File: src/ppu_cri_pkg.sv
// shared types, codes and constants of the picture-unit cpu register interface
`default_nettype none

package ppu_cri_pkg;

  // default sprite memory depth
  localparam int unsigned OamDepthDefault = 256;

  // operation codes
  localparam logic [2:0] OpRead   = 3'd0;
  localparam logic [2:0] OpWrite  = 3'd1;
  localparam logic [2:0] OpPeek   = 3'd2;
  localparam logic [2:0] OpSetSt  = 3'd3;
  localparam logic [2:0] OpClrSt  = 3'd4;
  localparam logic [2:0] OpDma    = 3'd5;

  // register indexes
  localparam logic [2:0] RegCtrl   = 3'd0;
  localparam logic [2:0] RegMask   = 3'd1;
  localparam logic [2:0] RegStatus = 3'd2;
  localparam logic [2:0] RegOamAddr = 3'd3;
  localparam logic [2:0] RegOamData = 3'd4;
  localparam logic [2:0] RegScroll = 3'd5;
  localparam logic [2:0] RegAddr   = 3'd6;
  localparam logic [2:0] RegData   = 3'd7;

  // start of palette space, high byte of the video address
  localparam logic [5:0] PaletteHi = 6'h3F;

  typedef struct packed {
    logic [2:0] operation;
    logic [2:0] register_index;
    logic [7:0] write_data;
    logic [7:0] oam_index;
    logic [7:0] mem_data;
    logic [7:0] mem_data_shadow;
    logic [2:0] status_bits;
  } in_item_t;

  typedef struct packed {
    logic [7:0]  read_data;
    logic        vram_write_enable;
    logic [13:0] vram_write_address;
    logic [7:0]  vram_write_data;
    logic [13:0] current_address;
    logic [15:0] temp_address;
    logic [2:0]  fine_scroll_x;
    logic        nmi_request;
  } out_item_t;

endpackage

`default_nettype wire

File: src/ppu_cri_stream_if.sv
// valid/ready channel carrying one payload item per transfer
`default_nettype none

interface ppu_cri_stream_if #(
  parameter type T = logic
) ();
  logic valid;
  logic ready;
  T     payload;

  modport source (output valid, output payload, input ready);
  modport sink   (input valid, input payload, output ready);
endinterface

`default_nettype wire

File: src/ppu_cri_ram.sv
// generic single-write, single-read ram with registered read data
`default_nettype none

module ppu_cri_ram #(
  parameter int unsigned WIDTH = 8,
  parameter int unsigned DEPTH = 256
) (
  input  wire logic                     clk_i,
  input  wire logic                     we_i,
  input  wire logic [$clog2(DEPTH)-1:0] waddr_i,
  input  wire logic [WIDTH-1:0]         wdata_i,
  input  wire logic                     re_i,
  input  wire logic [$clog2(DEPTH)-1:0] raddr_i,
  output logic      [WIDTH-1:0]         rdata_o
);

  logic [WIDTH-1:0] mem_q [DEPTH];
  logic [WIDTH-1:0] rdata_q;

  always_ff @(posedge clk_i) begin
    if (we_i) begin
      mem_q[waddr_i] <= wdata_i;
    end
  end

  always_ff @(posedge clk_i) begin
    if (re_i) begin
      rdata_q <= mem_q[raddr_i];
    end
  end

  assign rdata_o = rdata_q;

endmodule

`default_nettype wire

File: src/ppu_cpu_register_interface_core.sv
// top level of the picture-unit cpu register interface
//
//  channel  | dir | payload     | transfer when
//  ---------+-----+-------------+--------------------------
//  in_if    | in  | in_item_t   | in_if.valid & in_if.ready
//  out_if   | out | out_item_t  | out_if.valid & out_if.ready
//
// one item per clock barring output stalls; results appear the cycle after intake
// all architectural registers update at the input transfer edge; sprite memory is read and
// written in that same edge, so a sprite data read lands in the output register slot
// input ready follows the output slot: free, or being emptied in the same cycle
// reset clears the state registers and all sprite memory valid bits at once, no sweep
`default_nettype none

module ppu_cpu_register_interface_core
  import ppu_cri_pkg::*;
#(
  parameter int unsigned OAM_DEPTH = OamDepthDefault
) (
  input wire logic           clk_i,
  input wire logic           rst_ni,
  ppu_cri_stream_if.sink     in_if,
  ppu_cri_stream_if.source   out_if
);

  localparam int unsigned AW        = $clog2(OAM_DEPTH);
  // a byte index needs at most this many subtractions to fall below the depth
  localparam int unsigned WrapSteps = 255 / OAM_DEPTH;
  localparam logic [8:0]  DepthW    = 9'(OAM_DEPTH);

  // byte index taken modulo the sprite memory depth
  function automatic logic [AW-1:0] oam_wrap(logic [7:0] a);
    logic [8:0] t;
    t = {1'b0, a};
    for (int unsigned i = 0; i < WrapSteps; i++) begin
      if (t >= DepthW) begin
        t = t - DepthW;
      end
    end
    return t[AW-1:0];
  endfunction

  // architectural state
  logic [7:0]  ctrl_q, ctrl_d;
  logic [7:0]  mask_q, mask_d;
  logic [2:0]  flags_q, flags_d;
  logic [7:0]  oam_addr_q, oam_addr_d;
  logic [7:0]  latch_q, latch_d;
  logic        latch_oam_q, latch_oam_d;   // latch still sits in the ram read port
  logic [7:0]  rbuf_q, rbuf_d;
  logic [15:0] temp_q, temp_d;
  logic [13:0] cur_q, cur_d;
  logic [2:0]  fine_x_q, fine_x_d;
  logic        toggle_q, toggle_d;
  logic [OAM_DEPTH-1:0] oam_vld_q;
  logic        rd_vld_q;

  // output slot
  logic        out_vld_q;
  logic        rd_oam_q, rd_oam_d;
  out_item_t   out_q, out_d;

  // sprite memory port signals
  logic          oam_we, oam_re;
  logic [AW-1:0] oam_waddr, oam_raddr;
  logic [7:0]    oam_wdata, oam_rdata, oam_eff, latch_eff;

  in_item_t   it;
  logic       xfer_in;
  logic [13:0] cur_step;

  assign it        = in_if.payload;
  assign in_if.ready = !out_vld_q || out_if.ready;
  assign xfer_in   = in_if.valid && in_if.ready;

  // an entry never written reads as zero
  assign oam_eff   = rd_vld_q ? oam_rdata : 8'h00;
  // bus latch forwarded from the last sprite data read when that one is pending
  assign latch_eff = latch_oam_q ? oam_eff : latch_q;

  assign cur_step  = cur_q + (ctrl_q[2] ? 14'd32 : 14'd1);
  assign oam_raddr = oam_wrap(oam_addr_q);

  ppu_cri_ram #(
    .WIDTH (8),
    .DEPTH (OAM_DEPTH)
  ) u_oam (
    .clk_i   (clk_i),
    .we_i    (oam_we),
    .waddr_i (oam_waddr),
    .wdata_i (oam_wdata),
    .re_i    (oam_re),
    .raddr_i (oam_raddr),
    .rdata_o (oam_rdata)
  );

  // next state and result for the item at the input
  always_comb begin
    ctrl_d      = ctrl_q;
    mask_d      = mask_q;
    flags_d     = flags_q;
    oam_addr_d  = oam_addr_q;
    latch_d     = latch_eff;
    latch_oam_d = 1'b0;
    rbuf_d      = rbuf_q;
    temp_d      = temp_q;
    cur_d       = cur_q;
    fine_x_d    = fine_x_q;
    toggle_d    = toggle_q;
    rd_oam_d    = 1'b0;
    oam_we      = 1'b0;
    oam_waddr   = oam_raddr;
    oam_wdata   = it.write_data;
    oam_re      = 1'b0;
    out_d       = '0;

    case (it.operation)
      OpRead: begin
        case (it.register_index)
          RegCtrl: begin
            out_d.read_data = ctrl_q;
          end
          RegMask: begin
            out_d.read_data = mask_q;
          end
          RegStatus: begin
            // flags on top, open bus below; clears vblank and the toggle
            out_d.read_data = {flags_q, latch_eff[4:0]};
            flags_d[2]      = 1'b0;
            toggle_d        = 1'b0;
          end
          RegOamAddr: begin
            out_d.read_data = oam_addr_q;
          end
          RegOamData: begin
            oam_re      = xfer_in;
            rd_oam_d    = 1'b1;
            latch_oam_d = 1'b1;
          end
          RegScroll, RegAddr: begin
            out_d.read_data = latch_eff;
          end
          default: begin
            // data port: palette reads bypass the buffer
            if (cur_q[13:8] == PaletteHi) begin
              out_d.read_data = it.mem_data;
              rbuf_d          = it.mem_data_shadow;
            end else begin
              out_d.read_data = rbuf_q;
              rbuf_d          = it.mem_data;
            end
            cur_d = cur_step;
          end
        endcase
        if (!(it.register_index inside {RegScroll, RegAddr, RegOamData})) begin
          latch_d = out_d.read_data;
        end
      end
      OpWrite: begin
        latch_d = it.write_data;
        case (it.register_index)
          RegCtrl: begin
            ctrl_d        = it.write_data;
            temp_d[11:10] = it.write_data[1:0];
          end
          RegMask: begin
            mask_d = it.write_data;
          end
          RegStatus: begin
          end
          RegOamAddr: begin
            oam_addr_d = it.write_data;
          end
          RegOamData: begin
            oam_we     = xfer_in;
            oam_addr_d = oam_addr_q + 8'd1;
          end
          RegScroll: begin
            if (!toggle_q) begin
              fine_x_d    = it.write_data[2:0];
              temp_d[4:0] = it.write_data[7:3];
              toggle_d    = 1'b1;
            end else begin
              temp_d[14:12] = it.write_data[2:0];
              temp_d[9:5]   = it.write_data[7:3];
              toggle_d      = 1'b0;
            end
          end
          RegAddr: begin
            if (!toggle_q) begin
              temp_d[15:8] = it.write_data;
              toggle_d     = 1'b1;
            end else begin
              temp_d   = {2'b00, temp_q[13:8], it.write_data};
              cur_d    = {temp_q[13:8], it.write_data};
              toggle_d = 1'b0;
            end
          end
          default: begin
            out_d.vram_write_enable  = 1'b1;
            out_d.vram_write_address = cur_q;
            out_d.vram_write_data    = it.write_data;
            cur_d                    = cur_step;
          end
        endcase
      end
      OpPeek: begin
        case (it.register_index)
          RegCtrl:   out_d.read_data = ctrl_q;
          RegMask:   out_d.read_data = mask_q;
          RegStatus: out_d.read_data = {flags_q, 5'b00000};
          default:   out_d.read_data = 8'h00;
        endcase
      end
      OpSetSt: begin
        flags_d           = flags_q | it.status_bits;
        out_d.nmi_request = it.status_bits[2] && ctrl_q[7];
      end
      OpClrSt: begin
        flags_d = flags_q & ~it.status_bits;
      end
      OpDma: begin
        oam_we    = xfer_in;
        oam_waddr = oam_wrap(it.oam_index);
      end
      default: begin
      end
    endcase

    out_d.current_address = cur_d;
    out_d.temp_address    = temp_d;
    out_d.fine_scroll_x   = fine_x_d;
  end

  always_ff @(posedge clk_i or negedge rst_ni) begin
    if (!rst_ni) begin
      ctrl_q      <= '0;
      mask_q      <= '0;
      flags_q     <= '0;
      oam_addr_q  <= '0;
      latch_q     <= '0;
      latch_oam_q <= 1'b0;
      rbuf_q      <= '0;
      temp_q      <= '0;
      cur_q       <= '0;
      fine_x_q    <= '0;
      toggle_q    <= 1'b0;
      oam_vld_q   <= '0;
      rd_vld_q    <= 1'b0;
      out_vld_q   <= 1'b0;
      rd_oam_q    <= 1'b0;
    end else begin
      if (xfer_in) begin
        ctrl_q      <= ctrl_d;
        mask_q      <= mask_d;
        flags_q     <= flags_d;
        oam_addr_q  <= oam_addr_d;
        latch_q     <= latch_d;
        latch_oam_q <= latch_oam_d;
        rbuf_q      <= rbuf_d;
        temp_q      <= temp_d;
        cur_q       <= cur_d;
        fine_x_q    <= fine_x_d;
        toggle_q    <= toggle_d;
        rd_oam_q    <= rd_oam_d;
      end
      if (oam_we) begin
        oam_vld_q[oam_waddr] <= 1'b1;
      end
      // valid bit travels with the ram read data
      if (oam_re) begin
        rd_vld_q <= oam_vld_q[oam_raddr];
      end
      if (xfer_in) begin
        out_vld_q <= 1'b1;
      end else if (out_if.ready) begin
        out_vld_q <= 1'b0;
      end
    end
  end

  // result payload, no reset needed
  always_ff @(posedge clk_i) begin
    if (xfer_in) begin
      out_q <= out_d;
    end
  end

  always_comb begin
    out_if.payload           = out_q;
    out_if.payload.read_data = rd_oam_q ? oam_eff : out_q.read_data;
  end

  assign out_if.valid = out_vld_q;

endmodule

`default_nettype wire

File: src/flat_wrapper.sv
// flat-port wrapper written by rule: the top's interface ports become plain ports
module ppu_cpu_register_interface_core_flat import ppu_cri_pkg::*;
#(
  parameter int unsigned OAM_DEPTH = OamDepthDefault
)
  (clk_i, rst_ni, in_if_valid, in_if_payload, in_if_ready, out_if_valid, out_if_payload, out_if_ready);
  ppu_cri_stream_if #(.T(in_item_t)) in_if_i ();
  ppu_cri_stream_if #(.T(out_item_t)) out_if_i ();
  input wire logic clk_i;
  input wire logic rst_ni;
  input wire logic [$bits(in_if_i.valid)-1:0] in_if_valid;
  input wire logic [$bits(in_if_i.payload)-1:0] in_if_payload;
  output wire logic [$bits(in_if_i.ready)-1:0] in_if_ready;
  output wire logic [$bits(out_if_i.valid)-1:0] out_if_valid;
  output wire logic [$bits(out_if_i.payload)-1:0] out_if_payload;
  input wire logic [$bits(out_if_i.ready)-1:0] out_if_ready;
  assign in_if_i.valid = in_if_valid;
  assign in_if_i.payload = in_if_payload;
  assign in_if_ready = in_if_i.ready;
  assign out_if_valid = out_if_i.valid;
  assign out_if_payload = out_if_i.payload;
  assign out_if_i.ready = out_if_ready;
  ppu_cpu_register_interface_core #(.OAM_DEPTH(OAM_DEPTH)) u_core (.clk_i(clk_i), .rst_ni(rst_ni), .in_if(in_if_i), .out_if(out_if_i));
endmodule
File: config.mk
export PLATFORM = sky130hd
export DESIGN_NAME = ppu_cpu_register_interface_core_flat
export DESIGN_NICKNAME = d
export VERILOG_FILES = /design/src/ppu_cri_pkg.sv /design/src/ppu_cri_stream_if.sv /design/src/ppu_cri_ram.sv /design/src/ppu_cpu_register_interface_core.sv /design/src/flat_wrapper.sv
export SDC_FILE = /design/constraint.sdc
export NUM_CORES = 2
export LEC_CHECK = 0
export BUFFER_PORTS_ARGS = -buffer_cell sky130_fd_sc_hd__buf_2
export CAP_MARGIN = 20
export CORE_MARGIN = 5
export CORE_UTILIZATION = 60
export CTS_CLUSTER_SIZE = 25
export DETAILED_ROUTE_END_ITERATION = 8
export PLACE_DENSITY = 0.76
export SLEW_MARGIN = 10
export SYNTH_ARGS = -nofsm -noshare
export SYNTH_HDL_FRONTEND = slang
export SYNTH_HIERARCHICAL = 1
export SYNTH_SLANG_ARGS = --single-unit
File: constraint.sdc
create_clock -name clk_i -period 8.7 [get_ports clk_i]
set_input_delay 0.435 -clock clk_i [delete_from_list [all_inputs] [get_ports clk_i]]
set_output_delay 0.435 -clock clk_i [all_outputs]
set_load 0.02 [all_outputs]
# Yosys cells after proc, flatten, opt, wreduce, memory -nomap -nowiden
# Memories as Yosys holds them, arrays and structs flattened. A register that Yosys moved wholly into a read port is not among the register bits.
# Index checks and enable logic that the tools add are counted.
# totals
register_bits,401
ram_bits,2048
out_inout_bits,67
wordCells,123
n_memories,1
# memory_table
name,depth,width,rd,rd_clocked_by_memory_dff,write_ports,line,text
u_core.u_oam.mem_q,256,8,1,1,1,ppu_cri_ram.sv:17,logic [WIDTH-1:0] mem_q [DEPTH];
# op_classes
addsub,2
order_cmp,3
n_eq_ne,14
muxes,50
bitwise_logic,6
n_reduce_logical,24
# op_table
op,n
256-bit bitwise OR,1
8-bit two-way mux,9
14-bit case mux with 2 select lines,2
8-bit case mux with 2 select lines,3
8-bit case mux with 6 select lines,1
14-bit two-way mux,2
8-bit case mux with 3 select lines,1
23-bit two-way mux,1
10-bit case mux with 2 select lines,1
8-bit by 9-bit < comparator with 1-bit output (second input constant),2
16-bit two-way mux,1
3-bit == test (second input constant),5
3-bit AND reduction,5
14-bit adder,1
1-bit two-way mux,14
3-bit by 2-bit == test with 1-bit output (second input constant),4
3-bit two-way mux,4
5-bit two-way mux,2
8-bit by 1-bit adder with 8-bit output (second input constant),1
1-bit binary-select mux with 8-bit select,1
1-bit demux with 8-bit select,1
8-bit by 1-bit >= comparator with 1-bit output (second input constant),1
2-bit case mux with 2 select lines,2
2-bit nonzero test,4
other kinds (22),30

# Longest topological paths before layout
# depth
word_depth,7
mapped_depth,11
depth_no_buf,9

# By module
# The synthesis kept the hierarchy.
# by_module_without_submodules
mod,n_inst,cells_per_inst,area_each_um2,seq_area_each_um2
ppu_cri_ram,1,3733,79636.4,61739.2
ppu_cpu_register_interface_core,1,1685,19427.4,10359.9

# Worst setup path before layout
# OpenSTA, ideal clock, no wires.
# synth_timing
kind,register to register
start,"register u_core.out_vld_q, in the netlist u_core/out_if.valid"
end,"register u_core.out_q (netlist bit u_core/out_if.payload[0]), enable pin"
setup_ps,455
arrival_time_ps,3716
slack_ps,4529
path_stages_with_launch,7
cell_sequence,dfrtp_1 > nand2b_1 > nand2_1 > inv_1 > buf_1 > clkbuf_1 > clkbuf_1
# synth_via
elab_chain_cells,3
# synth_rtl
item,line,text
start: declaration,ppu_cpu_register_interface_core.sv:59,logic out_vld_q;
start signal: assignment,ppu_cpu_register_interface_core.sv:250,out_vld_q <= 1'b0;
start signal: assignment,ppu_cpu_register_interface_core.sv:275,out_vld_q <= 1'b1;
start signal: assignment,ppu_cpu_register_interface_core.sv:277,out_vld_q <= 1'b0;
1-bit zero test,ppu_cpu_register_interface_core.sv:73,assign in_if.ready = !out_vld_q || out_if.ready;
1-bit logical OR,ppu_cpu_register_interface_core.sv:73,
named net in_if_ready,flat_wrapper.sv:13,output wire logic [$bits(in_if_i.ready)-1:0] in_if_ready;
1-bit logical AND,ppu_cpu_register_interface_core.sv:74,assign xfer_in = in_if.valid && in_if.ready;
named net u_core.xfer_in,ppu_cpu_register_interface_core.sv:69,logic xfer_in;
end signal: assignment,ppu_cpu_register_interface_core.sv:285,out_q <= out_d;
end: declaration,ppu_cpu_register_interface_core.sv:61,"out_item_t out_q, out_d;"
# The timed path passes the listed nets, and every way through them passes these cells.
# A chain may end at the register's enable or synchronous reset.

==> flow_summary.ini <==
[grt]
grt_use_total_pct = 28.77
grt_pass1_vias = 53475
antenna_found_initial = 11
grt_max_degree = 162
grt_pass1_wl_um = 367300
grt_overflow = 0

[yosys]
synth-edff-count = 2121
ys_ff_latch = 2457
netlist.area_leader.share_pct = 64.29
synth_area_leaders = edfxtp_1, mux4_2, dfrtp_1
synthFlopType = edfxtp_1
synth_cells = 5418
ys_seq_area_share_pct = 72.78
syn_area_sq_mm = 0.09906
yosys_warnings = 6
synth_nets = 5467
synth_area_leader_cell = edfxtp_1
async_flop_share_pct = 13.68
syn_area_per_cell_sq_um = 18.28
synth_cell_types = 85

[detailed_routing]
drt_first_pass_iters = 8
drtAntennaViolNets = 0
viasPerCell = 6.972
wl_per_cell_um = 31.98
wirelength_um = 250400
drc = 0
vias = 54591
drtIter0Drc = 8570

[timing]
slew_headroom_pct = 14.26
achievable-frequency_ghz = 0.1977
final.setup.tns_ns = 0
fin_crit_ns = 5.058
setup_viol = 0
finClkSkew_ns = 0.03953
slew_viol_final = 0
rsz0062_at_grt = false
tightestPinTransition_ns = 1.274
holdWs_ns = 0.04968
timing.final.crit_share_pct = 58.14
hold_viol_final = 0

[min_path]
hold_class = input pin to flop
min_from = in_if_payload[34]
hold_depth = 1
whs_endpoint = u_core/u_oam/mem_q[66][7]

[setup_path]
cp-start-kind = flop
cp_slowest_stage_delay_ns = 0.94
worstSetupEndpointType = flop
worstPathRequired_ns = 9.27
crit-reg2reg-capture = u_core/u_oam/rdata_o[5]
reg2reg_depth = 8
cp.arrival_ns = 5.63
crit_path_cell_trace = buf_4 > buf_12 > mux4_2 > a22o_1 > a221oi_1 > o32ai_1 > nor3_1 > nor4_1
cp_num_buf_inv = 2
critPathSlowestCell = a221oi_1
cp_top_family = compound AO/OA/AOI/OAI gates
r2r_start = u_core/oam_addr_q[1]
crit_type = flop to flop
r2r_slack_ns = 3.64
cp_max_fo = 116

[clock_tree]
clock-sinks = 2457
clk_pin_slew_ns = 0.06
cts_buffer_depth = 3
post-cts-setup-buffer-count = 0
cts_root_buf = clkbuf_16
htree_levels = 4
cts_resized = 0
cts_tree = done
numCtsBuffers = 226
clkLatencyLatePin_ns = 0.86

[placement]
dpl_cell_area_sq_mm = 0.1009
routabilityCongestion = 0.8919
dp_hpwl_um = 148800
port_buffers = 111

[power_and_ir_drop]
p_leak_nw = 35.01
ir_drop_mv = 0.2102
powerDensity_mw_per_mm2 = 246.7

[finish]
layout_commonest_cell = edfxtp_1
final_area_sq_mm = 0.1087
area_growth_pct = 9.691
multi_input_area_sq_mm = 0.02444
most-common-layout-cells = edfxtp_1, mux4_2, nor2_1, dfrtp_1, o21bai_1
layout.area.seq_sq_mm = 0.07212
drive_gt1_share_pct = 20.07
nets = 5500
nFillCells = 10353

[die]
start_util_pct = 60.18
core_sq_mm = 0.1646
die_w_um = 416.3
num_io_pins = 112
rows = 149
die_y_um = 416.3
die_area_sq_mm = 0.1733

[run_status]
outcome = completed

[flow_run]
drv_cap = 0
## cells in the mapped netlist (all sizes together) (41+ instances only)
cell    count
mux2       41
o21bai    257
dfrtp     336
mux4      512
clkbuf    196
nor2      358
edfxtp   2121
a22oi     141
buf       231
nand3      62
o21ai      82
o22ai      56
nand2     184
o221ai     63
mux2i     190
a21oi     154
## layer usage
layer	routed length, um	track usage [%]	vias up
met1	93280	41.55	28308
met5	52	0	-
met4	9408	9.671	8
met2	116700	43.86	3799
met3	30970	7.229	577
li1	-	-	21899
## worst max path at each step
| stage | slack (ns) | from | depth (start not counted) | to |
|---|---|---|---|---|
| finish | 3.64 | u_core/oam_addr_q[1] | 8 | u_core/u_oam/rdata_o[5] |
| global route | 3.61 | u_core/oam_addr_q[0] | 7 | u_core/u_oam/rdata_o[5] |
| CTS | 3.85 | u_core/oam_addr_q[0] | 6 | u_core/u_oam/rdata_o[4] |
| detailed placement | 3.46 | in_if_payload[38] | 8 | u_core/u_oam/mem_q[87][4] |
| global placement | 3.63 | in_if_payload[38] | 8 | u_core/u_oam/mem_q[71][2] |
| floorplan | 4.53 | u_core/out_if.valid | 6 | u_core/out_if.payload[0] |
## worst reg2reg max path, delay by kind of cell (launching register included)
family          cells  cell delay [ns]
simple gates        2             0.76
buf+inv             2             1.12
mux                 1             0.54
flops               1             0.83
compound gates      3             1.55
## logic make-up (layout without fill, tap and decap cells)
kind of cell               count (synthesis)  in the layout  share of synthesized area, %
AOI/OAI and AO/OA                        934            934                         6.654
adders and majority gates                  7              7                       0.08084
DFF                                     2457           2457                         72.78
other                                      0              2                             0
buffers and inverters                    459            680                         2.621
and+or+nand+nor                          817            817                         3.809
xor gates and xnor gates                   1              1                      0.008843
muxes                                    743            743                         14.05
## area by class of cell
class                      count  area share [%]
sequential                  2457           66.37
multi-input combinational   2502           22.49
clock buffer                 288           5.573
tap                         2189           2.521
timing repair buffer         232           1.597
clock inverter               128           1.336
inverter                      32          0.1128
antenna                        2        0.004606
## repair_timing
action / in CTS / in global routing
hold buffers: 26 / 0
endpoints found under the hold margin: 136 / 0
endpoints found under the setup margin: 0 / 0
## per-stage QoR
stage	worst slack, ns	instances	utilization, %	power [mW]
CTS	3.854	7826	65.99	26.85
finish	3.642	7830	66.01	26.81
floorplan	4.529	5418	-	15.82
global placement	3.628	7382	61.26	16.88
detailed placement	3.462	7384	61.28	16.95
global route	3.611	7829	66.01	27.63
## power by group
part / internal, mW / switching (mW) / leakage [nW]
logic: 1.38 / 2.25 / 7.70
clock network: 5.70 / 4.30 / 3.66
registers: 13.0 / 0.213 / 23.7
total: 20.0 / 6.76 / 35.0
## registers in the layout, summed over array words and instances (netlist names), named ones only
register	flops
u_core/u_oam/mem_q	2048
u_core/latch_q	8
u_core/rbuf_q	8
u_core/out_if.valid	1
u_core/oam_addr_q	8
u_core/toggle_q	1
u_core/out_q	8
u_core/mask_q	8
u_core/rd_vld_q	1
u_core/fine_x_q	3
u_core/temp_q	16
u_core/oam_vld_q	256
u_core/rd_oam_q	1
u_core/flags_q	1
u_core/out_if.payload	57
u_core/ctrl_q	8
u_core/u_oam/rdata_o	8
u_core/cur_q	14
(Power assumes the default switching activity.)
